<file path="src/rtl/stf_pkg.sv">
`timescale 1ns / 1ps

package stf_pkg;

  // table geometry and result limit
  localparam int TABLE_SIZE_DEF  = 16;
  localparam int MAX_RESULTS_DEF = 16;

  // field widths
  localparam int ID_W      = 16;
  localparam int PAYLOAD_W = 32;
  localparam int REQ_W     = 2;

  // request codes; any other code is a broadcast
  localparam logic [REQ_W-1:0] REQ_JOIN  = 2'd0;
  localparam logic [REQ_W-1:0] REQ_LEAVE = 2'd1;

  // one outgoing copy of a broadcast
  typedef struct packed {
    logic [ID_W-1:0]      dest;
    logic [ID_W-1:0]      origin;
    logic [PAYLOAD_W-1:0] payload;
    logic                 last;
  } res_t;

endpackage

</file>
<file path="src/rtl/stf_mem.sv">
`timescale 1ns / 1ps

module stf_mem #(
  parameter int DEPTH = 16,
  parameter int AW    = 4
) (
  input  logic                     clk,
  input  logic                     wr_en,
  input  logic [AW-1:0]            wr_addr,
  input  logic [stf_pkg::ID_W-1:0] wr_data,
  input  logic                     rd_en,
  input  logic [AW-1:0]            rd_addr,
  output logic [stf_pkg::ID_W-1:0] rd_data
);
  import stf_pkg::*;

  logic [ID_W-1:0] mem [DEPTH];

  // single write port
  always_ff @(posedge clk) begin
    if (wr_en) begin
      mem[wr_addr] <= wr_data;
    end
  end

  // registered read, data holds between reads
  always_ff @(posedge clk) begin
    if (rd_en) begin
      rd_data <= mem[rd_addr];
    end
  end

endmodule

</file>
<file path="src/rtl/stf_ctrl.sv">
`timescale 1ns / 1ps

module stf_ctrl #(
  parameter int TABLE_SIZE  = 16,
  parameter int MAX_RESULTS = 16,
  parameter int AW          = 4,
  parameter int CW          = 5
) (
  input  logic                          clk,
  input  logic                          rst,
  // request channel
  input  logic                          in_valid,
  output logic                          in_stall,
  input  logic [stf_pkg::REQ_W-1:0]     req_type,
  input  logic [stf_pkg::ID_W-1:0]      sender_id,
  input  logic [stf_pkg::PAYLOAD_W-1:0] payload_handle,
  // result register
  output logic                          res_valid,
  input  logic                          out_stall,
  output stf_pkg::res_t                 res,
  // table memory
  output logic                          mem_we,
  output logic [AW-1:0]                 mem_wa,
  output logic [stf_pkg::ID_W-1:0]      mem_wd,
  output logic                          mem_re,
  output logic [AW-1:0]                 mem_ra,
  input  logic [stf_pkg::ID_W-1:0]      rd_data
);
  import stf_pkg::*;

  localparam logic [2:0] S_IDLE   = 3'd0;
  localparam logic [2:0] S_SEARCH = 3'd1;
  localparam logic [2:0] S_SHIFT  = 3'd2;
  localparam logic [2:0] S_FRD    = 3'd3;
  localparam logic [2:0] S_FEV    = 3'd4;

  logic [2:0]           state, state_next;
  logic [REQ_W-1:0]     kind, kind_next;
  logic [ID_W-1:0]      sender, sender_next;
  logic [PAYLOAD_W-1:0] payload, payload_next;
  logic [CW-1:0]        count, count_next;
  logic [CW-1:0]        idx, idx_next;
  logic [CW-1:0]        idx_d, idx_d_next;
  logic [CW-1:0]        lim, lim_next;
  logic [CW-1:0]        sent, sent_next;
  logic                 rd_pend, rd_pend_next;
  logic                 res_valid_next;
  res_t                 res_next;

  // shared compare and index arithmetic
  logic          hit;
  logic          more;
  logic [CW-1:0] idx_inc;
  logic [CW-1:0] idx_d_inc;
  logic [CW-1:0] idx_d_dec;
  logic [CW-1:0] sent_inc;

  // search decision terms
  logic          found;
  logic          exhausted;
  logic          add;
  logic          present;
  logic [CW-1:0] pos_v;
  logic [CW-1:0] cnt_new;
  logic [CW-1:0] rcpt;
  logic [CW-1:0] lim_v;

  // fanout terms
  logic slot_free;
  logic advance;
  logic load;
  logic is_last;

  assign hit       = (rd_data == sender);
  assign more      = (idx < count);
  assign idx_inc   = CW'(idx + 1'b1);
  assign idx_d_inc = CW'(idx_d + 1'b1);
  assign idx_d_dec = CW'(idx_d - 1'b1);
  assign sent_inc  = CW'(sent + 1'b1);
  assign in_stall  = (state != S_IDLE);
  assign slot_free = !res_valid || !out_stall;

  // outcome of the lookup and the add
  always_comb begin
    found     = rd_pend && hit;
    exhausted = (count == '0) || (rd_pend && !hit && (idx_d_inc == count));
    add       = !found && (count < CW'(TABLE_SIZE));
    present   = found || add;
    pos_v     = found ? idx_d : count;
    cnt_new   = add ? CW'(count + 1'b1) : count;
    rcpt      = CW'(cnt_new - {{(CW-1){1'b0}}, present});
    if (32'(rcpt) > MAX_RESULTS) begin
      lim_v = CW'(MAX_RESULTS);
    end else begin
      lim_v = rcpt;
    end
  end

  // sequencer
  always_comb begin
    state_next   = state;
    kind_next    = kind;
    sender_next  = sender;
    payload_next = payload;
    count_next   = count;
    idx_next     = idx;
    idx_d_next   = idx_d;
    lim_next     = lim;
    sent_next    = sent;
    rd_pend_next = rd_pend;
    mem_we       = 1'b0;
    mem_wa       = count[AW-1:0];
    mem_wd       = sender;
    mem_re       = 1'b0;
    mem_ra       = idx[AW-1:0];
    advance      = 1'b0;
    load         = 1'b0;
    is_last      = (sent_inc == lim);

    case (state)
      S_IDLE: begin
        if (in_valid) begin
          kind_next    = req_type;
          sender_next  = sender_id;
          payload_next = payload_handle;
          idx_next     = '0;
          rd_pend_next = 1'b0;
          state_next   = S_SEARCH;
        end
      end

      // pipelined walk, one entry compared per cycle
      S_SEARCH: begin
        if (found || exhausted) begin
          rd_pend_next = 1'b0;
          if (add) begin
            mem_we     = 1'b1;
            count_next = cnt_new;
          end
          case (kind)
            REQ_JOIN: begin
              state_next = S_IDLE;
            end
            REQ_LEAVE: begin
              if (present) begin
                idx_next   = CW'(pos_v + 1'b1);
                state_next = S_SHIFT;
              end else begin
                state_next = S_IDLE;
              end
            end
            default: begin
              lim_next  = lim_v;
              sent_next = '0;
              idx_next  = '0;
              if (lim_v == '0) begin
                state_next = S_IDLE;
              end else begin
                state_next = S_FRD;
              end
            end
          endcase
        end else begin
          rd_pend_next = more;
          if (more) begin
            mem_re     = 1'b1;
            idx_d_next = idx;
            idx_next   = idx_inc;
          end
        end
      end

      // read entry i+1, write it to i in the following cycle
      S_SHIFT: begin
        if (rd_pend) begin
          mem_we = 1'b1;
          mem_wa = idx_d_dec[AW-1:0];
          mem_wd = rd_data;
        end
        rd_pend_next = more;
        if (more) begin
          mem_re     = 1'b1;
          idx_d_next = idx;
          idx_next   = idx_inc;
        end else if (!rd_pend) begin
          count_next = CW'(count - 1'b1);
          state_next = S_IDLE;
        end
      end

      // first read of the fanout walk
      S_FRD: begin
        if (more) begin
          mem_re     = 1'b1;
          idx_next   = idx_inc;
          state_next = S_FEV;
        end else begin
          state_next = S_IDLE;
        end
      end

      // evaluate one entry: skip the sender, else emit a copy when the slot frees
      S_FEV: begin
        if (hit) begin
          advance = 1'b1;
        end else if (slot_free) begin
          load      = 1'b1;
          sent_next = sent_inc;
          if (is_last) begin
            state_next = S_IDLE;
          end else begin
            advance = 1'b1;
          end
        end
        if (advance) begin
          if (more) begin
            mem_re   = 1'b1;
            idx_next = idx_inc;
          end else begin
            state_next = S_IDLE;
          end
        end
      end

      default: begin
        state_next = S_IDLE;
      end
    endcase
  end

  // output register
  always_comb begin
    res_next = res;
    if (load) begin
      res_next.dest    = rd_data;
      res_next.origin  = sender;
      res_next.payload = payload;
      res_next.last    = is_last;
      res_valid_next   = 1'b1;
    end else if (out_stall) begin
      res_valid_next = res_valid;
    end else begin
      res_valid_next = 1'b0;
    end
  end

  // control state
  always_ff @(posedge clk) begin
    if (rst) begin
      state     <= S_IDLE;
      count     <= '0;
      rd_pend   <= 1'b0;
      res_valid <= 1'b0;
    end else begin
      state     <= state_next;
      count     <= count_next;
      rd_pend   <= rd_pend_next;
      res_valid <= res_valid_next;
    end
  end

  // working registers
  always_ff @(posedge clk) begin
    kind    <= kind_next;
    sender  <= sender_next;
    payload <= payload_next;
    idx     <= idx_next;
    idx_d   <= idx_d_next;
    lim     <= lim_next;
    sent    <= sent_next;
    res     <= res_next;
  end

endmodule

</file>
<file path="src/rtl/subscriber_table_fanout.sv">
`timescale 1ns / 1ps
// one request at a time; table memory is walked one entry per cycle unless the output stalls
// lookup and add come first; join ends there
// leave: then the entries after the sender shift down one place
// message: then the fanout walk reads the entries in order, up to MAX_RESULTS copies
// reset clears the member count and control; table contents are not cleared

module subscriber_table_fanout #(
  parameter int TABLE_SIZE  = stf_pkg::TABLE_SIZE_DEF,
  parameter int MAX_RESULTS = stf_pkg::MAX_RESULTS_DEF
) (
  input  logic                          clk,
  input  logic                          rst,
  input  logic                          in_valid,
  output logic                          in_stall,
  input  logic [stf_pkg::REQ_W-1:0]     req_type,
  input  logic [stf_pkg::ID_W-1:0]      sender_id,
  input  logic [stf_pkg::PAYLOAD_W-1:0] payload_handle,
  output logic                          out_valid,
  input  logic                          out_stall,
  output logic [stf_pkg::ID_W-1:0]      dest_id,
  output logic [stf_pkg::ID_W-1:0]      origin_id,
  output logic [stf_pkg::PAYLOAD_W-1:0] payload_out,
  output logic                          last_copy
);
  import stf_pkg::*;

  localparam int AW = $clog2(TABLE_SIZE);
  localparam int CW = $clog2(TABLE_SIZE + 1);

  logic            mem_we;
  logic [AW-1:0]   mem_wa;
  logic [ID_W-1:0] mem_wd;
  logic            mem_re;
  logic [AW-1:0]   mem_ra;
  logic [ID_W-1:0] rd_data;
  res_t            res;

  // member table storage
  stf_mem #(
    .DEPTH (TABLE_SIZE),
    .AW    (AW)
  ) u_mem (
    .clk     (clk),
    .wr_en   (mem_we),
    .wr_addr (mem_wa),
    .wr_data (mem_wd),
    .rd_en   (mem_re),
    .rd_addr (mem_ra),
    .rd_data (rd_data)
  );

  // sequencer with shared compare and output register
  stf_ctrl #(
    .TABLE_SIZE  (TABLE_SIZE),
    .MAX_RESULTS (MAX_RESULTS),
    .AW          (AW),
    .CW          (CW)
  ) u_ctrl (
    .clk            (clk),
    .rst            (rst),
    .in_valid       (in_valid),
    .in_stall       (in_stall),
    .req_type       (req_type),
    .sender_id      (sender_id),
    .payload_handle (payload_handle),
    .res_valid      (out_valid),
    .out_stall      (out_stall),
    .res            (res),
    .mem_we         (mem_we),
    .mem_wa         (mem_wa),
    .mem_wd         (mem_wd),
    .mem_re         (mem_re),
    .mem_ra         (mem_ra),
    .rd_data        (rd_data)
  );

  assign dest_id     = res.dest;
  assign origin_id   = res.origin;
  assign payload_out = res.payload;
  assign last_copy   = res.last;

  // a request makes the block busy in the cycle after it is taken
  a_busy_after_accept: assert property (@(posedge clk) disable iff (rst)
    (in_valid && !in_stall) |=> in_stall)
    else $error("block took a transaction and was not busy next cycle");

  // the sender never gets its own copy
  a_no_self_copy: assert property (@(posedge clk) disable iff (rst)
    out_valid |-> (dest_id != origin_id))
    else $error("broadcast copy addressed to its sender");

endmodule

</file>
<file path="config.mk">
export PLATFORM = sky130hd
export DESIGN_NAME = subscriber_table_fanout
export DESIGN_NICKNAME = d
export VERILOG_FILES = /design/src/rtl/stf_pkg.sv /design/src/rtl/stf_mem.sv /design/src/rtl/stf_ctrl.sv /design/src/rtl/subscriber_table_fanout.sv
export SDC_FILE = /design/constraint.sdc
export NUM_CORES = 1
export LEC_CHECK = 0
export BUFFER_PORTS_ARGS = -buffer_cell sky130_fd_sc_hd__buf_2
export CORE_MARGIN = 4
export CORE_UTILIZATION = 40
export CTS_BUF_LIST = sky130_fd_sc_hd__clkbuf_8
export CTS_CLUSTER_DIAMETER = 200
export DETAILED_ROUTE_END_ITERATION = 6
export PLACE_DENSITY_LB_ADDON = 0.12
export RECOVER_POWER = 25
export SETUP_SLACK_MARGIN = 0.05
export SLEW_MARGIN = 0
export SYNTH_ARGS = -nofsm -noshare
export SYNTH_HDL_FRONTEND = slang
export SYNTH_SLANG_ARGS = --single-unit
</file>
<file path="constraint.sdc">
create_clock -name clk -period 4 [get_ports clk]
set_input_delay 0.6 -clock clk [delete_from_list [all_inputs] [get_ports clk]]
set_output_delay 0.6 -clock clk [all_outputs]
set_load 0.05 [all_outputs]
</file>
## Word level (Yosys, flattened, before mapping)

Memory sizes are Yosys's and may differ from the RTL's. A register that Yosys moved wholly into a read port is not among the register bits.
Cells that the tools add are included.

- Register bits: 145
- Memory bits (writable): 256
- Bits of input ports: 54
- Memories kept: 1

- $add $sub $neg: 8
- $lt $le $gt $ge: 3
- Equality and inequality tests: 21
- Mux-type cells: 63
- Bitwise operators: 1
- Reduce and logical (&&, ||, !) cells: 31

Memories:

| name | words | width | read ports | clocked after Yosys merged registers in | wr ports | RTL line | source |
|---|---|---|---|---|---|---|---|
| u_mem.mem | 16 | 16 | 1 | 1 | 1 | stf_mem.sv:17 | `logic [ID_W-1:0] mem [DEPTH];` |

Operators with widths:

| operator | count |
|---|---|
| $mux 5 | 18 |
| $pmux 5 s2 | 4 |
| $mux 16 | 2 |
| $mux 3 | 10 |
| $add 5x1->5 const B | 5 |
| $pmux 5 s4 | 1 |
| $mux 1 | 19 |
| $eq 16x16->1 | 1 |
| $pmux 3 s5 | 1 |
| $reduce_and 5->1 | 3 |
| $ne 2x2->1 const B | 6 |
| $eq 5x5->1 | 2 |
| $logic_not 5->1 | 2 |
| $ne 2x1->1 const B | 5 |
| $mux 4 | 2 |
| $eq 3x2->1 const B | 2 |
| $pmux 1 s3 | 2 |
| $pmux 3 s2 | 1 |
| $reduce_and 2->1 | 3 |
| $reduce_bool 3->1 | 2 |
| $gt 5x5->1 const B | 1 |
| $lt 5x5->1 | 1 |
| $lt 5x5->1 const B | 1 |
| $sub 5x1->5 | 1 |
| other kinds (20) | 32 |

## Logic depth before layout (Yosys ltp)

Gate-level depths: netlist of run 1.

- Depth in word-level cells: 13
- Depth in mapped cells: 16

## By module

Synthesis of run 1 repeated with hierarchy kept, for this count alone.

- Cell total of the unflattened synthesis: 856
- Area total of the unflattened synthesis: 16499.6 um^2

Modules (own cells, without submodules):

| module | times used | cells an instance | area each (um^2) | sequential area each (um^2) |
|---|---|---|---|---|
| stf_mem | 1 | 432 | 10202.3 | 8167.8 |
| stf_ctrl | 1 | 424 | 6297.3 | 4254.1 |

## Worst setup path after synthesis of run 1

OpenSTA, ideal clock, no wires.

- Kind: register to register
- Start point: reg u_ctrl.sender[3]
- End point: reg u_ctrl.state[0]
- Arrival: 3161 ps
- Required time: 3923 ps
- Slack: 762 ps
- Cell stages (with the launch flop): 17
- Path buffers: 1
- Cell sequence: edfxtp_1 -> xnor2_1 -> nand4_1 -> nor4_4 -> buf_6 -> a21oi_2 -> xnor2_1 -> ha_1 -> ha_1 -> nand2b_1 -> nor4_1 -> a21oi_1 -> o211a_1 -> nand2_1 -> nor4_1 -> or4_1 -> o22ai_1

- Cells in the longest elaborated chain, start to end: 13
- Elaborated cells on any way between the ends: 26
- Those cells by class: add/sub (1); order compare (1); eq/ne (2); mux (11); reduce/logical (11)

RTL lines:

| what | RTL line | source |
|---|---|---|
| from (decl) | stf_ctrl.sv:39 | `logic [ID_W-1:0] sender, sender_next;` |
| from (signal assigned) | stf_ctrl.sv:265 | `sender <= sender_next;` |
| $eq 16x16->1 * | stf_ctrl.sv:74 | `assign hit = (rd_data == sender);` |
| $logic_and 1x1->1 * | stf_ctrl.sv:85 | `found = rd_pend && hit;` |
| $logic_not 1->1 | stf_ctrl.sv:87 | `add = !found && (count < CW'(TABLE_SIZE));` |
| $logic_and 1x1->1 | stf_ctrl.sv:87 |  |
| $mux 5 or $logic_or 1x1->1 (tied branches) | stf_ctrl.sv:90, stf_ctrl.sv:88 |  |
| $sub 5x1->5 * | stf_ctrl.sv:91 | `rcpt = CW'(cnt_new - {{(CW-1){1'b0}}, present});` |
| $gt 5x5->1 | stf_ctrl.sv:92 | `if (32'(rcpt) > MAX_RESULTS) begin` |
| $mux 5 * | stf_ctrl.sv:92 |  |
| via u_ctrl.lim_v[4] | stf_ctrl.sv:66 | `logic [CW-1:0] lim_v;` |
| $logic_not 5->1 * | stf_ctrl.sv:156 | `if (lim_v == '0) begin` |
| $mux 2 * | stf_ctrl.sv:156 |  |
| $pmux 3 s2 * | stf_ctrl.sv:140 | `case (kind)` |
| $mux 3 * | stf_ctrl.sv:134 | `if (found \|\| exhausted) begin` |
| $pmux 3 s5 * | stf_ctrl.sv:120 | `case (state)` |
| to (signal assigned) | stf_ctrl.sv:255 | `state <= state_next;` |
| to (decl) | stf_ctrl.sv:37 | `logic [2:0] state, state_next;` |

The timed path passes the listed nets; every way through them passes the cells marked *. The select of a mux whose other input is x is not followed.
A chain may end at the register's enable or synchronous reset.

## Worst setup path after layout of run 1

- Start point: reg u_ctrl.sender[8]
- End point: reg u_ctrl.state[1]

Same word-level chain as after synthesis.

==> results.env, run 1 <==
DETAILROUTE.VIA_COUNT=8451
ROUTED_VIA_COUNT_DIVIDED_BY_CELL_COUNT=5.26
CTS.HOLD.BUFFERS_ADDED=0
SYNTH_AREA_PER_CELL_UM2=19.6
PERIOD_MINUS_WS_FINAL_NS=3.65
TRITONCTS_CLOCK_TREE='yes'
FINAL_CELLS=1606
PATH_CELLS='xnor2_2 -> nand4_1 -> nor4_4 -> buf_6 -> a21oi_2 -> xnor2_1 -> ha_1 -> ha_1 -> nand2b_1 -> nor4_1 -> a21oi_1 -> o211a_1 -> nand2_2 -> nor4_1 -> or4_1 -> o22ai_1'
FINAL-MAX-SLEW-VIOLATION-COUNT=95
P_SWITCHING_mW=3.77
FIRST_GLOBAL_VIAS=8640
CLK_TRANSITION_REPORTED_PATHS_NS=0.06
MIN_PERIOD_OVER_PERIOD=0.913
DRT-WIRELENGTH-PER-CELL_UM=24.4
YOSYS_MOST_USED_DFF='edfxtp_1'
CRITICAL_PATH_PEAK_FANOUT=8
PLACE.DETAILED.HPWL_MM=22.9
TIMING.CRITICAL_PATH.ARRIVAL_NS=4.19
GRT_USE_MET3=0.0374
CRITICAL-PATH-TOP-DELAY-FAMILY='simple AND/OR/NAND/NOR gates'
INSTANCE_COUNT_OF_THE_MAPPED_NETLIST=831
SYNTHESIS.NETS=898
WIRE_LENGTH_OF_THE_FIRST_GLOBAL_ROUTING_PASS_MM=57.0
DETAIL_ROUTE.DRC_VIOLATIONS=0
TIMING.CRITICAL_PATH.REQUIRED_NS=4.54
SYNTH_TOP_CELLS_BY_AREA='edfxtp_1 75%, mux4_2 11%, xnor2_1 1.8%, dfxtp_1 1.2%, mux2_2 1.1%'
MAPPEDNETLISTAREA_UM2=16300
AREA_DELTA_SYNTH_FINAL_PCT=16.6
TOTALPOWERFINAL_mW=12.5
CLKLATENCYLATEPIN_NS=0.61
GRTUSAGEMET1=0.244
FLOORPLAN.DIE_AREA_UM2=44100
CP-END-KIND='register'
POWER_REPORT.INTERNAL_TOTAL_mW=8.78
HOLD-PATH-CELL-COUNT=1
TIMING.FMAX_GHz=0.274
DRIVE_GT1_FRAC=0.272
YS_FF_LATCH=417
PLACEABLECOREAREA_UM2=40000
POST_SYNTH_TOP_AREA_CELL='edfxtp_1'
IOPINCOUNT=121
SYNTH-ASYNC-RESET-RATIO=0
BUSIEST_LAYER='met2'
FINAL_HOLD_VIOL_COUNT=0
FP.DIEW_UM=210
SWITCHING_SHARE=0.300
CPMAXSTAGEDELAYCELL='or4_1'
CLK_PATH_BUF_DEPTH=3
VIOLATIONS='max-capacitance violations, max-slew violations'
IRDROPWORSTVDD_uV=495
PLACE.PORT_BUFFERS=120
R2R_CELLS=16
LEAKAGEPOWER_nW=6.11
DETAIL_ROUTE.ITER0.VIOLATIONS=632
CELL_COUNT_AFTER_PLACEMENT=1474
WORST_HOLD_PATH_TYPE='input pin to register'
GRT_SETUP_UNREPAIRED='false'
POWER_FRAC_SEQ=0.458
ANTENNA_LEFT=0
GRT_USE_TOTAL=0.176
SYNTH.YOSYS.SEQ_AREA_SHARE=0.761
YOSYSMOSTFREQUENTCELL='edfxtp_1'
SLOWEST_DELAY_NS=0.44
GRT_MET2_USE=0.286
SYNTH_TOP_AREA_FRAC=0.749
DRT_WL_TOTAL_MM=39.2
TIMING.CLOCK.SKEW_NS=0.0233
CP_NUM_BUF_INV=1
SYNTH-WARNING-COUNT=0
INITIAL_CORE_UTIL=0.408
TIGHTEST_SLEW_NS=2.13
COMB_POWER_SHARE=0.255
FINAL_SUM_OF_NEGATIVE_SETUP_SLACK_NS=0
SETUP_VIOL=0
DIODES=0
POWER_FRAC_CLOCK=0.287
NETS=1093
SYNTH-EDFF-COUNT=407
POWER.DENSITY_CELL_AREA_nW_PER_UM2=660
GP_CONGESTION=0.747
GRT_OVERFLOW=0
CTSHTREEMAXLEVEL=3
NUM_ROWS=73
DRV_CAP=3
SYNTH_CELL_TYPES=50
RUN_STATUS='complete, but fails checks'
YS_TOP_CELLS_BY_COUNT='407 x edfxtp_1, 80 x mux4_2, 44 x nor2_1, 33 x xnor2_1, 22 x nand2_1'
LENGTH_OF_THE_FIRST_DETAILED_ROUTING_PASS_IN_ITERATIONS=4
WORSTSETUPPATHTYPE='register to register'
WORST_SETUP_PATH_START_KIND='register'
CTS_MADE_BUFFERS=72
CRITICAL_PATH_DEPTH=16
ROOT_DRIVER='clkbuf_8'
CLOCK-SINKS=417
FLOORPLAN.DIE.HEIGHT_UM=210
GRT_START_MAX_NET_PINS=69
INITIAL_ANTENNA_VIOLATION_COUNT=0
SLEW_HEADROOM=-0.422
-- per-layer routing --
metal | vias up | share of wire | routed length [um]
met5 | - | 0 | 0
met2 | 247 | 0.48 | 19000
met3 | 51 | 0.053 | 2060
li1 | 3764 | - | -
met4 | 0 | 0.016 | 627
met1 | 4389 | 0.45 | 17500
-- per-stage QoR --
| stage | utilization | worst slack (ns) | hold slack, ns | area, um^2 |
|---|---|---|---|---|
| 2_1_floorplan | - | 0.762 | 0.400 | 16300 |
| 3_3_place_gp | 0.444 | 0.283 | 0.401 | 17700 |
| 3_5_place_dp | 0.444 | 0.171 | 0.405 | 17700 |
| 4_1_cts | 0.477 | 0.135 | 0.106 | 19100 |
| 5_1_grt | 0.476 | 0.0666 | 0.122 | 19000 |
| 6_report | 0.476 | 0.347 | 0.162 | 19000 |
-- logic make-up after synthesis --
logic type | Yosys count | synth area share
adder cells (fa/ha/maj) | 13 | 0.00997
flip-flops | 417 | 0.761
multiplexers | 100 | 0.124
AO/OA/AOI/OAI | 68 | 0.0265
buffers and inverters | 55 | 0.0140
XOR/XNOR | 43 | 0.0235
AND/OR/NAND/NOR | 135 | 0.0410
-- flip-flops by register name (all words and copies together), names as in the netlist, 2 cells and up --
register,cells
u_mem.mem,256
u_ctrl.res,65
u_ctrl.payload,32
u_ctrl.sender,16
u_mem.rd_data,16
u_ctrl.count,5
u_ctrl.idx,5
u_ctrl.idx_d,5
u_ctrl.lim,5
u_ctrl.sent,5
u_ctrl.state,3
u_ctrl.kind,2
-- power groups by stage --
stage                     clock network (mW)  logic (mW)  registers, mW
final                                   3.60        3.20           5.75
after global routing                    3.95        3.49           5.79
after CTS                               3.73        3.25           5.74
after detailed placement                   0        3.24           5.83
after global placement                     0        3.24           5.82
after floorplan                            0        2.32           5.75
-- cell type report --
type	count	area, um^2
Tap cell	525	657
Multi-Input combinational cell	359	3740
Fill cell	3492	21000
Timing Repair Buffer	161	810
Clock buffer	77	1060
Clock inverter	52	274
Inverter	15	57.6
Sequential cell	417	12400
-- layout by cell type (no fill, tap or decap), types with 9 or more instances in the layout --
| cell type | n |
|---|---|
| nand2_1 | 21 |
| dfxtp_1 | 10 |
| nand4_1 | 11 |
| nor3_1 | 14 |
| clkbuf_8 | 77 |
| ha_1 | 13 |
| xnor2_1 | 29 |
| inv_1 | 29 |
| nor2_2 | 16 |
| nand3_1 | 12 |
| edfxtp_1 | 407 |
| buf_2 | 36 |
| nor2_1 | 28 |
| a21oi_1 | 10 |
| o21ai_0 | 19 |
| mux2_2 | 16 |
| mux4_2 | 80 |
| clkbuf_1 | 86 |
| clkinv_1 | 21 |
| xor2_1 | 9 |
| buf_4 | 36 |
| clkinv_2 | 12 |
| o22ai_1 | 9 |
-- repair_timing --
action	4_1_cts	5_1_grt
setup endpoints to repair	0	2
resized for setup	0	6
setup buffers	0	3
-- worst paths after layout --
path / start / to / slack (ns)
worst min register to register: u_ctrl.payload[2] / u_ctrl.res[3] / 0.40
worst min-delay path: sender_id[6] / u_ctrl.sender[6] / 0.16
worst max-delay path: u_ctrl.sender[8] / u_ctrl.state[1] / 0.35
worst max register to register: u_ctrl.sender[8] / u_ctrl.state[1] / 0.35
Power figures use the tool's default switching activity.
==> run 2, diff against run 1 <==
==> constraint.sdc (replaced) <==
create_clock -name clk -period 3.3 [get_ports clk]
set_input_delay 0.495 -clock clk [delete_from_list [all_inputs] [get_ports clk]]
set_output_delay 0.495 -clock clk [all_outputs]
set_load 0.05 [all_outputs]
==> results.env, run 2 (same netlist as run 1, synthesis figures left out) <==
LEAKAGEPOWER_nW=6.59
CP_NUM_BUF_INV=2
TIMING.CLOCK.SKEW_NS=0.0259
DETAIL_ROUTE.DRC_VIOLATIONS=0
CTS_MADE_BUFFERS=70
FIRST_GLOBAL_VIAS=8992
PERIOD_MINUS_WS_FINAL_NS=3.24
CLOCK-SINKS=417
DRV_CAP=0
CLK_TRANSITION_REPORTED_PATHS_NS=0.06
PLACE.PORT_BUFFERS=120
N_FILL_CELL=3410
SLEW_HEADROOM=0.343
GRT_SETUP_UNREPAIRED='true'
TIMING.CRITICAL_PATH.ARRIVAL_NS=3.75
ROUTED_VIA_COUNT_DIVIDED_BY_CELL_COUNT=5.18
MAX_FLOP_REGISTER='u_mem.mem'
SETUP_VIOL=0
PLACE.DETAILED.HPWL_MM=25.3
REGAREA_UM2=12400
CELL_COUNT_AFTER_PLACEMENT=1527
DRT-WIRELENGTH-PER-CELL_UM=23.9
LAYOUT_TOP_REGISTERS='u_mem.mem: 256 flops, u_ctrl.res: 65 flops, u_ctrl.payload: 32 flops'
NUM_ROWS=73
LEADING_CELL_TYPES_IN_THE_LAYOUT_FILL_AND_TAPS_EXCLUDED='407 x edfxtp_1, 106 x buf_2, 80 x mux4_2, 76 x clkbuf_8, 52 x buf_4'
DETAIL_ROUTE.ITER0.VIOLATIONS=534
FINAL_HOLD_VIOL_COUNT=0
PATH_CELLS='xnor2_1 -> nand4_1 -> nor4_4 -> buf_4 -> a21oi_4 -> buf_4 -> nor2_1 -> a21oi_2 -> ha_4 -> nor4_1 -> o21ai_0 -> o211a_1 -> nand2_2 -> nor4_2 -> or4_4 -> o22ai_1'
GRT_OVERFLOW=0
GRT_USE_TOTAL=0.180
FLOORPLAN.DIE.HEIGHT_UM=210
TOTALPOWERFINAL_mW=15.7
WORST_SETUP_PATH_START_KIND='register'
GRT_START_MAX_NET_PINS=69
MULTI_INPUT_AREA_UM2=3900
PLACEDINSTANCEAREA_UM2=18400
RUN_STATUS='complete, no violations'
NETS=1144
IOPINCOUNT=121
FINAL-MAX-SLEW-VIOLATION-COUNT=0
CRITICAL_PATH_PEAK_FANOUT=6
WIRE_LENGTH_OF_THE_FIRST_GLOBAL_ROUTING_PASS_MM=58.8
INITIAL_ANTENNA_VIOLATION_COUNT=3
CP-END-KIND='register'
AREA_DELTA_SYNTH_FINAL_PCT=21.2
FINALCOREUTILIZATION=0.495
FP.DIEW_UM=210
PLACEABLECOREAREA_UM2=40000
FINAL_CELLS=1656
CTSHTREEMAXLEVEL=3
CLKLATENCYLATEPIN_NS=0.60
TIMING.CRITICAL_PATH.REQUIRED_NS=3.81
ANTENNA_LEFT=0
CLK_PATH_BUF_DEPTH=3
TIGHTEST_SLEW_NS=0.981
CRITPATHMOSTFREQUENTCELL='buf_4'
DRT_WL_TOTAL_MM=39.6
SLOWEST_DELAY_NS=0.43
DETAILROUTE.VIA_COUNT=8573
TIMING.FMAX_GHz=0.309
INITIAL_CORE_UTIL=0.408
LARGEST_REGISTER_FF_COUNT=256
FINISH.INSTANCE_AREA_UM2=19800
ROOT_DRIVER='clkbuf_8'
CPMAXSTAGEDELAYCELL='or4_4'
DIODES=0
WORST_HOLD_PATH_TYPE='input pin to register'
FLOORPLAN.DIE_AREA_UM2=44100
CRITICAL-PATH-TOP-DELAY-FAMILY='simple AND/OR/NAND/NOR gates'
TRITONCTS_CLOCK_TREE='yes'
WORSTSETUPPATHTYPE='register to register'
LENGTH_OF_THE_FIRST_DETAILED_ROUTING_PASS_IN_ITERATIONS=5
COMMONEST_NON_FILL_NON_TAP_CELL_IN_THE_LAYOUT='edfxtp_1'
GP_CONGESTION=0.802
WHS_NS=0.0721
MIN_PERIOD_OVER_PERIOD=0.982
IRDROPWORSTVDD_uV=354
DRIVE_GT1_FRAC=0.366
POWER.DENSITY_CELL_AREA_nW_PER_UM2=794
-- run 2: cell count changes in the layout (fill, tap and decap cells not counted), sizes merged --
cell | previous run | this run
buf | 74 | 178
clkbuf | 164 | 112
clkinv | 34 | 31
inv | 29 | 32
bufinv | 2 | 1
clkinvlp | 2 | 1
-- run 2: final timing paths --
path | depth (start not counted) | endpoint | start | slack (ns)
hold / removal | 1 | u_ctrl.payload[2] | payload_handle[2] | 0.07
hold reg to reg | 0 | u_ctrl.res[2] | u_ctrl.payload[1] | 0.41
setup / recovery | 16 | u_ctrl.state[0] | u_ctrl.sender[6] | 0.06
setup reg to reg | 16 | u_ctrl.state[0] | u_ctrl.sender[6] | 0.06
-- run 2: worst reg2reg max path, stage by stage, from the launching register on --
cell	delay, ns
edfxtp_1	0.42
xnor2_1	0.21
nand4_1	0.21
nor4_4	0.31
buf_4	0.19
a21oi_4	0.07
buf_4	0.18
nor2_1	0.12
a21oi_2	0.06
ha_4	0.19
nor4_1	0.18
o21ai_0	0.11
o211a_1	0.15
nand2_2	0.10
nor4_2	0.06
or4_4	0.43
o22ai_1	0.15
-- run 2: what timing repair did --
| action | in CTS | in global routing |
|---|---|---|
| setup endpoints to repair | 2 | 122 |
| pin swaps | 4 | 8 |
| hold buffers | 0 | 0 |
| gates resized for setup | 9 | 23 |
| buffers inserted | 2 | 1 |
-- run 2: report_power, final --
part	internal, mW	switching [mW]	leakage, nW
clock network	2.21	2.02	0.736
logic	2.01	2.53	2.06
registers	6.67	0.262	3.79
total	10.9	4.81	6.59
-- run 2: metrics by stage --
stage	setup slack [ns]	setup TNS (ns)
6_report	0.0606	0
5_1_grt	-0.0994	-1.87
4_1_cts	0.0597	0
3_5_place_dp	-0.119	-0.238
3_3_place_gp	-0.0952	-0.181
2_1_floorplan	0.0618	0
-- run 2: cell type report --
type / instances / area share
sequential: 417 / 0.628
multi-input combinational: 359 / 0.197
timing repair buffer: 214 / 0.0740
clock buffer: 76 / 0.0529
tap: 525 / 0.0332
clock inverter: 50 / 0.0123
inverter: 15 / 0.00291
-- run 2: layer usage --
metal	wire length [um]	track usage
met1	17700	0.246
met2	18800	0.292
met3	1940	0.0382
met4	1150	0.0599
met5	31	0
==> run 3, diff against run 2 <==
--- a/config.mk
+++ b/config.mk
@@ -6,7 +6,7 @@
 export NUM_CORES = 1
 export LEC_CHECK = 0
 export BUFFER_PORTS_ARGS = -buffer_cell sky130_fd_sc_hd__buf_2
-export CORE_MARGIN = 4
+export CORE_MARGIN = 2
 export CORE_UTILIZATION = 40
 export CTS_BUF_LIST = sky130_fd_sc_hd__clkbuf_8
 export CTS_CLUSTER_DIAMETER = 200
@@ -17,4 +17,5 @@
 export SLEW_MARGIN = 0
 export SYNTH_ARGS = -nofsm -noshare
 export SYNTH_HDL_FRONTEND = slang
+export SYNTH_HIERARCHICAL = 1
 export SYNTH_SLANG_ARGS = --single-unit
==> results.env, run 3 <==
SLEW_HEADROOM=-0.343
SYNTH_AREA_PER_CELL_UM2=19.3
CTS.HOLD.BUFFERS_ADDED=0
FLOORPLAN.DIE.HEIGHT_UM=207
GRT_OVERFLOW=0
INSTANCE_COUNT_OF_THE_MAPPED_NETLIST=856
GRT_SETUP_UNREPAIRED='true'
DRIVE_GT1_FRAC=0.295
INITIAL_ANTENNA_VIOLATION_COUNT=0
TIGHTEST_SLEW_NS=2.01
TIMING.CRITICAL_PATH.ARRIVAL_NS=3.67
COMMONEST_NON_FILL_NON_TAP_CELL_IN_THE_LAYOUT='edfxtp_1'
MIN_PERIOD_OVER_PERIOD=0.968
LENGTH_OF_THE_FIRST_DETAILED_ROUTING_PASS_IN_ITERATIONS=4
DETAIL_ROUTE.ITER0.VIOLATIONS=597
SYNTH_CELL_TYPES=69
AREA_DELTA_SYNTH_FINAL_PCT=19.5
LARGEST_REGISTER_FF_COUNT=256
TRITONCTS_CLOCK_TREE='yes'
SETUP_VIOL=0
FIRST_GLOBAL_VIAS=9081
SYNTH_TOP_CELLS_BY_AREA='edfxtp_1 74%, mux4_2 7.4%, xnor2_1 1.6%, mux4_1 1.6%, a22oi_1 1.5%'
CTSHTREEMAXLEVEL=3
VIOLATIONS='max-capacitance violations, max-slew violations'
CP-END-KIND='register'
POWER_FRAC_CLOCK=0.299
POWER_REPORT.INTERNAL_TOTAL_mW=10.3
YS_TOP_CELLS_BY_COUNT='407 x edfxtp_1, 54 x mux4_2, 37 x nor2_1, 35 x nand2_1, 32 x a22oi_1'
SYNTH-WARNING-COUNT=6
NETS=1170
MAX_FLOP_REGISTER='u_mem/mem'
TIMING.CLOCK.SKEW_NS=0.0279
WIRE_LENGTH_OF_THE_FIRST_GLOBAL_ROUTING_PASS_MM=57.2
LAYOUT_TOP_REGISTERS='u_mem/mem: 256 flops, u_ctrl/res: 65 flops, u_ctrl/payload: 32 flops'
INITIAL_CORE_UTIL=0.405
SYNTH_TOP_AREA_FRAC=0.741
POWER.DENSITY_CELL_AREA_nW_PER_UM2=742
POST_SYNTH_TOP_AREA_CELL='edfxtp_1'
PLACE.PORT_BUFFERS=120
WORST_SETUP_PATH_START_KIND='register'
IRDROPWORSTVDD_uV=264
WORSTSETUPPATHTYPE='register to register'
ANTENNA_LEFT=0
GRT_USE_TOTAL=0.176
COMB_POWER_SHARE=0.249
FINALCOREUTILIZATION=0.484
SETUP_SLACK_NS=0.107
RUN_STATUS='complete, but fails checks'
ROOT_DRIVER='clkbuf_8'
SYNTH.YOSYS.SEQ_AREA_SHARE=0.753
SWITCHING_SHARE=0.294
CLK_PATH_BUF_DEPTH=3
CLKLATENCYLATEPIN_NS=0.62
GRT_START_MAX_NET_PINS=69
SYNTH-EDFF-COUNT=407
LEAKAGEPOWER_nW=6.56
DP_WORST_SETUP_SLACK_NS=-0.118
MAPPEDNETLISTAREA_UM2=16500
FLOORPLAN.DIE_AREA_UM2=42900
PERIOD_MINUS_WS_FINAL_NS=3.19
WORST_HOLD_PATH_TYPE='input pin to register'
CTS_MADE_BUFFERS=73
FINAL-MAX-SLEW-VIOLATION-COUNT=69
DRV_CAP=1
CRITICAL_PATH_PEAK_FANOUT=3
DRT-WIRELENGTH-PER-CELL_UM=22.2
SYNTH-ASYNC-RESET-RATIO=0
IOPINCOUNT=121
DETAILROUTE.VIA_COUNT=8815
CLOCK-SINKS=417
TIMING.FMAX_GHz=0.313
DETAIL_ROUTE.DRC_VIOLATIONS=0
P_SWITCHING_mW=4.30
DRT_WL_TOTAL_MM=37.6
YS_FF_LATCH=417
GP_CONGESTION=0.776
ROUTED_VIA_COUNT_DIVIDED_BY_CELL_COUNT=5.20
FP.DIEW_UM=207
TIMING.CRITICAL_PATH.REQUIRED_NS=3.78
FINAL_HOLD_VIOL_COUNT=0
SYNTHESIS.NETS=923
POWER_FRAC_SEQ=0.451
PLACEABLECOREAREA_UM2=40700
PLACE.DETAILED.HPWL_MM=23.6
NUM_ROWS=74
YOSYS_MOST_USED_DFF='edfxtp_1'
YOSYSMOSTFREQUENTCELL='edfxtp_1'
CLK_TRANSITION_REPORTED_PATHS_NS=0.06
LEADING_CELL_TYPES_IN_THE_LAYOUT_FILL_AND_TAPS_EXCLUDED='407 x edfxtp_1, 84 x clkbuf_1, 76 x clkbuf_8, 55 x buf_4, 54 x mux4_2'
run 3: cell count changes in the layout (fill, tap and decap cells not counted), moves of 10 or more:
| cell | before | now |
|---|---|---|
| mux4_2 | 80 | 54 |
| nand2_1 | 20 | 34 |
| buf_12 | 20 | 9 |
| clkbuf_1 | 34 | 84 |
| mux4_1 | 0 | 10 |
| a22oi_1 | 0 | 32 |
| buf_2 | 106 | 50 |
run 3: what timing repair did:
action / 4_1_cts / 5_1_grt
setup endpoints to repair: 6 / 25
resized for setup: 14 / 6
buffers inserted: 5 / 3
pin swaps: 11 / 9
run 3: area by class of cell:
class	instances	area [um^2]
fill	3527	21000
antenna	1	2.50
timing repair buffer	213	1270
inverter	15	56.3
multi-input combinational	383	3940
sequential	417	12400
clock buffer	76	1050
clock inverter	57	305
tap	532	666
run 3: kinds of logic (layout without fill, tap and decap cells):
family,count (synthesis),in the layout,share of synthesized area
other,0,1,0
flip-flops,417,417,0.753
adder cells (fa/ha/maj),13,13,0.00986
multiplexers,82,82,0.102
AND/OR/NAND/NOR,140,140,0.0430
AO/OA/AOI/OAI,102,102,0.0468
buffers and inverters,56,361,0.0181
XOR/XNOR,46,46,0.0276
run 3: final timing paths:
path / cells after the start / start / slack (ns) / end
worst max-delay path: 16 / u_mem/rd_data[6] / 0.11 / u_ctrl/state[0]
worst min register to register: 0 / u_ctrl/payload[8] / 0.42 / u_ctrl/res[9]
worst max register to register: 16 / u_mem/rd_data[6] / 0.11 / u_ctrl/state[0]
worst min-delay path: 1 / req_type[1] / 0.06 / u_ctrl/kind[1]
run 3: power by group through the flow:
stage	clock network (mW)	registers, mW	logic, mW
floorplan	0	6.68	2.40
global placement	0	6.70	3.52
detailed placement	0	6.71	3.53
CTS	4.56	6.60	3.65
global route	4.77	6.64	3.95
finish	4.38	6.60	3.64
run 3: critical path, cell delays in order (launching register included):
cell and delay, ns:
edfxtp_1 0.40, xnor2_1 0.17, nand4_1 0.20, nor4_4 0.30, buf_4 0.18, a21oi_4 0.07
xnor2_2 0.17, ha_4 0.17, ha_4 0.13, or3b_4 0.39, nand2_2 0.08, o2111ai_2 0.12
a21oi_2 0.15, nand3_1 0.09, o31a_1 0.27, o21ai_1 0.08, a31oi_1 0.09
run 3: through the flow:
stage	hold slack, ns	std cells	instance area, um^2	power (mW)	setup TNS, ns
after detailed placement	0.405	1552	18400	10.2	-0.291
after global routing	0.0237	1693	19700	15.4	-0.132
after global placement	0.401	1552	18400	10.2	-0.128
final	0.0606	1694	19700	14.6	0
after CTS	0.00305	1690	19800	14.8	-0.0265
after floorplan	0.400	856	16500	9.08	-1.34
run 3: routing by layer:
metal  up-vias  GRT usage  wire (um)
met5         -          0          0
met4         0     0.0539        649
met3        47     0.0415       2210
met2       291      0.272      17400
met1      4507      0.250      17300
li1       3970          -          -
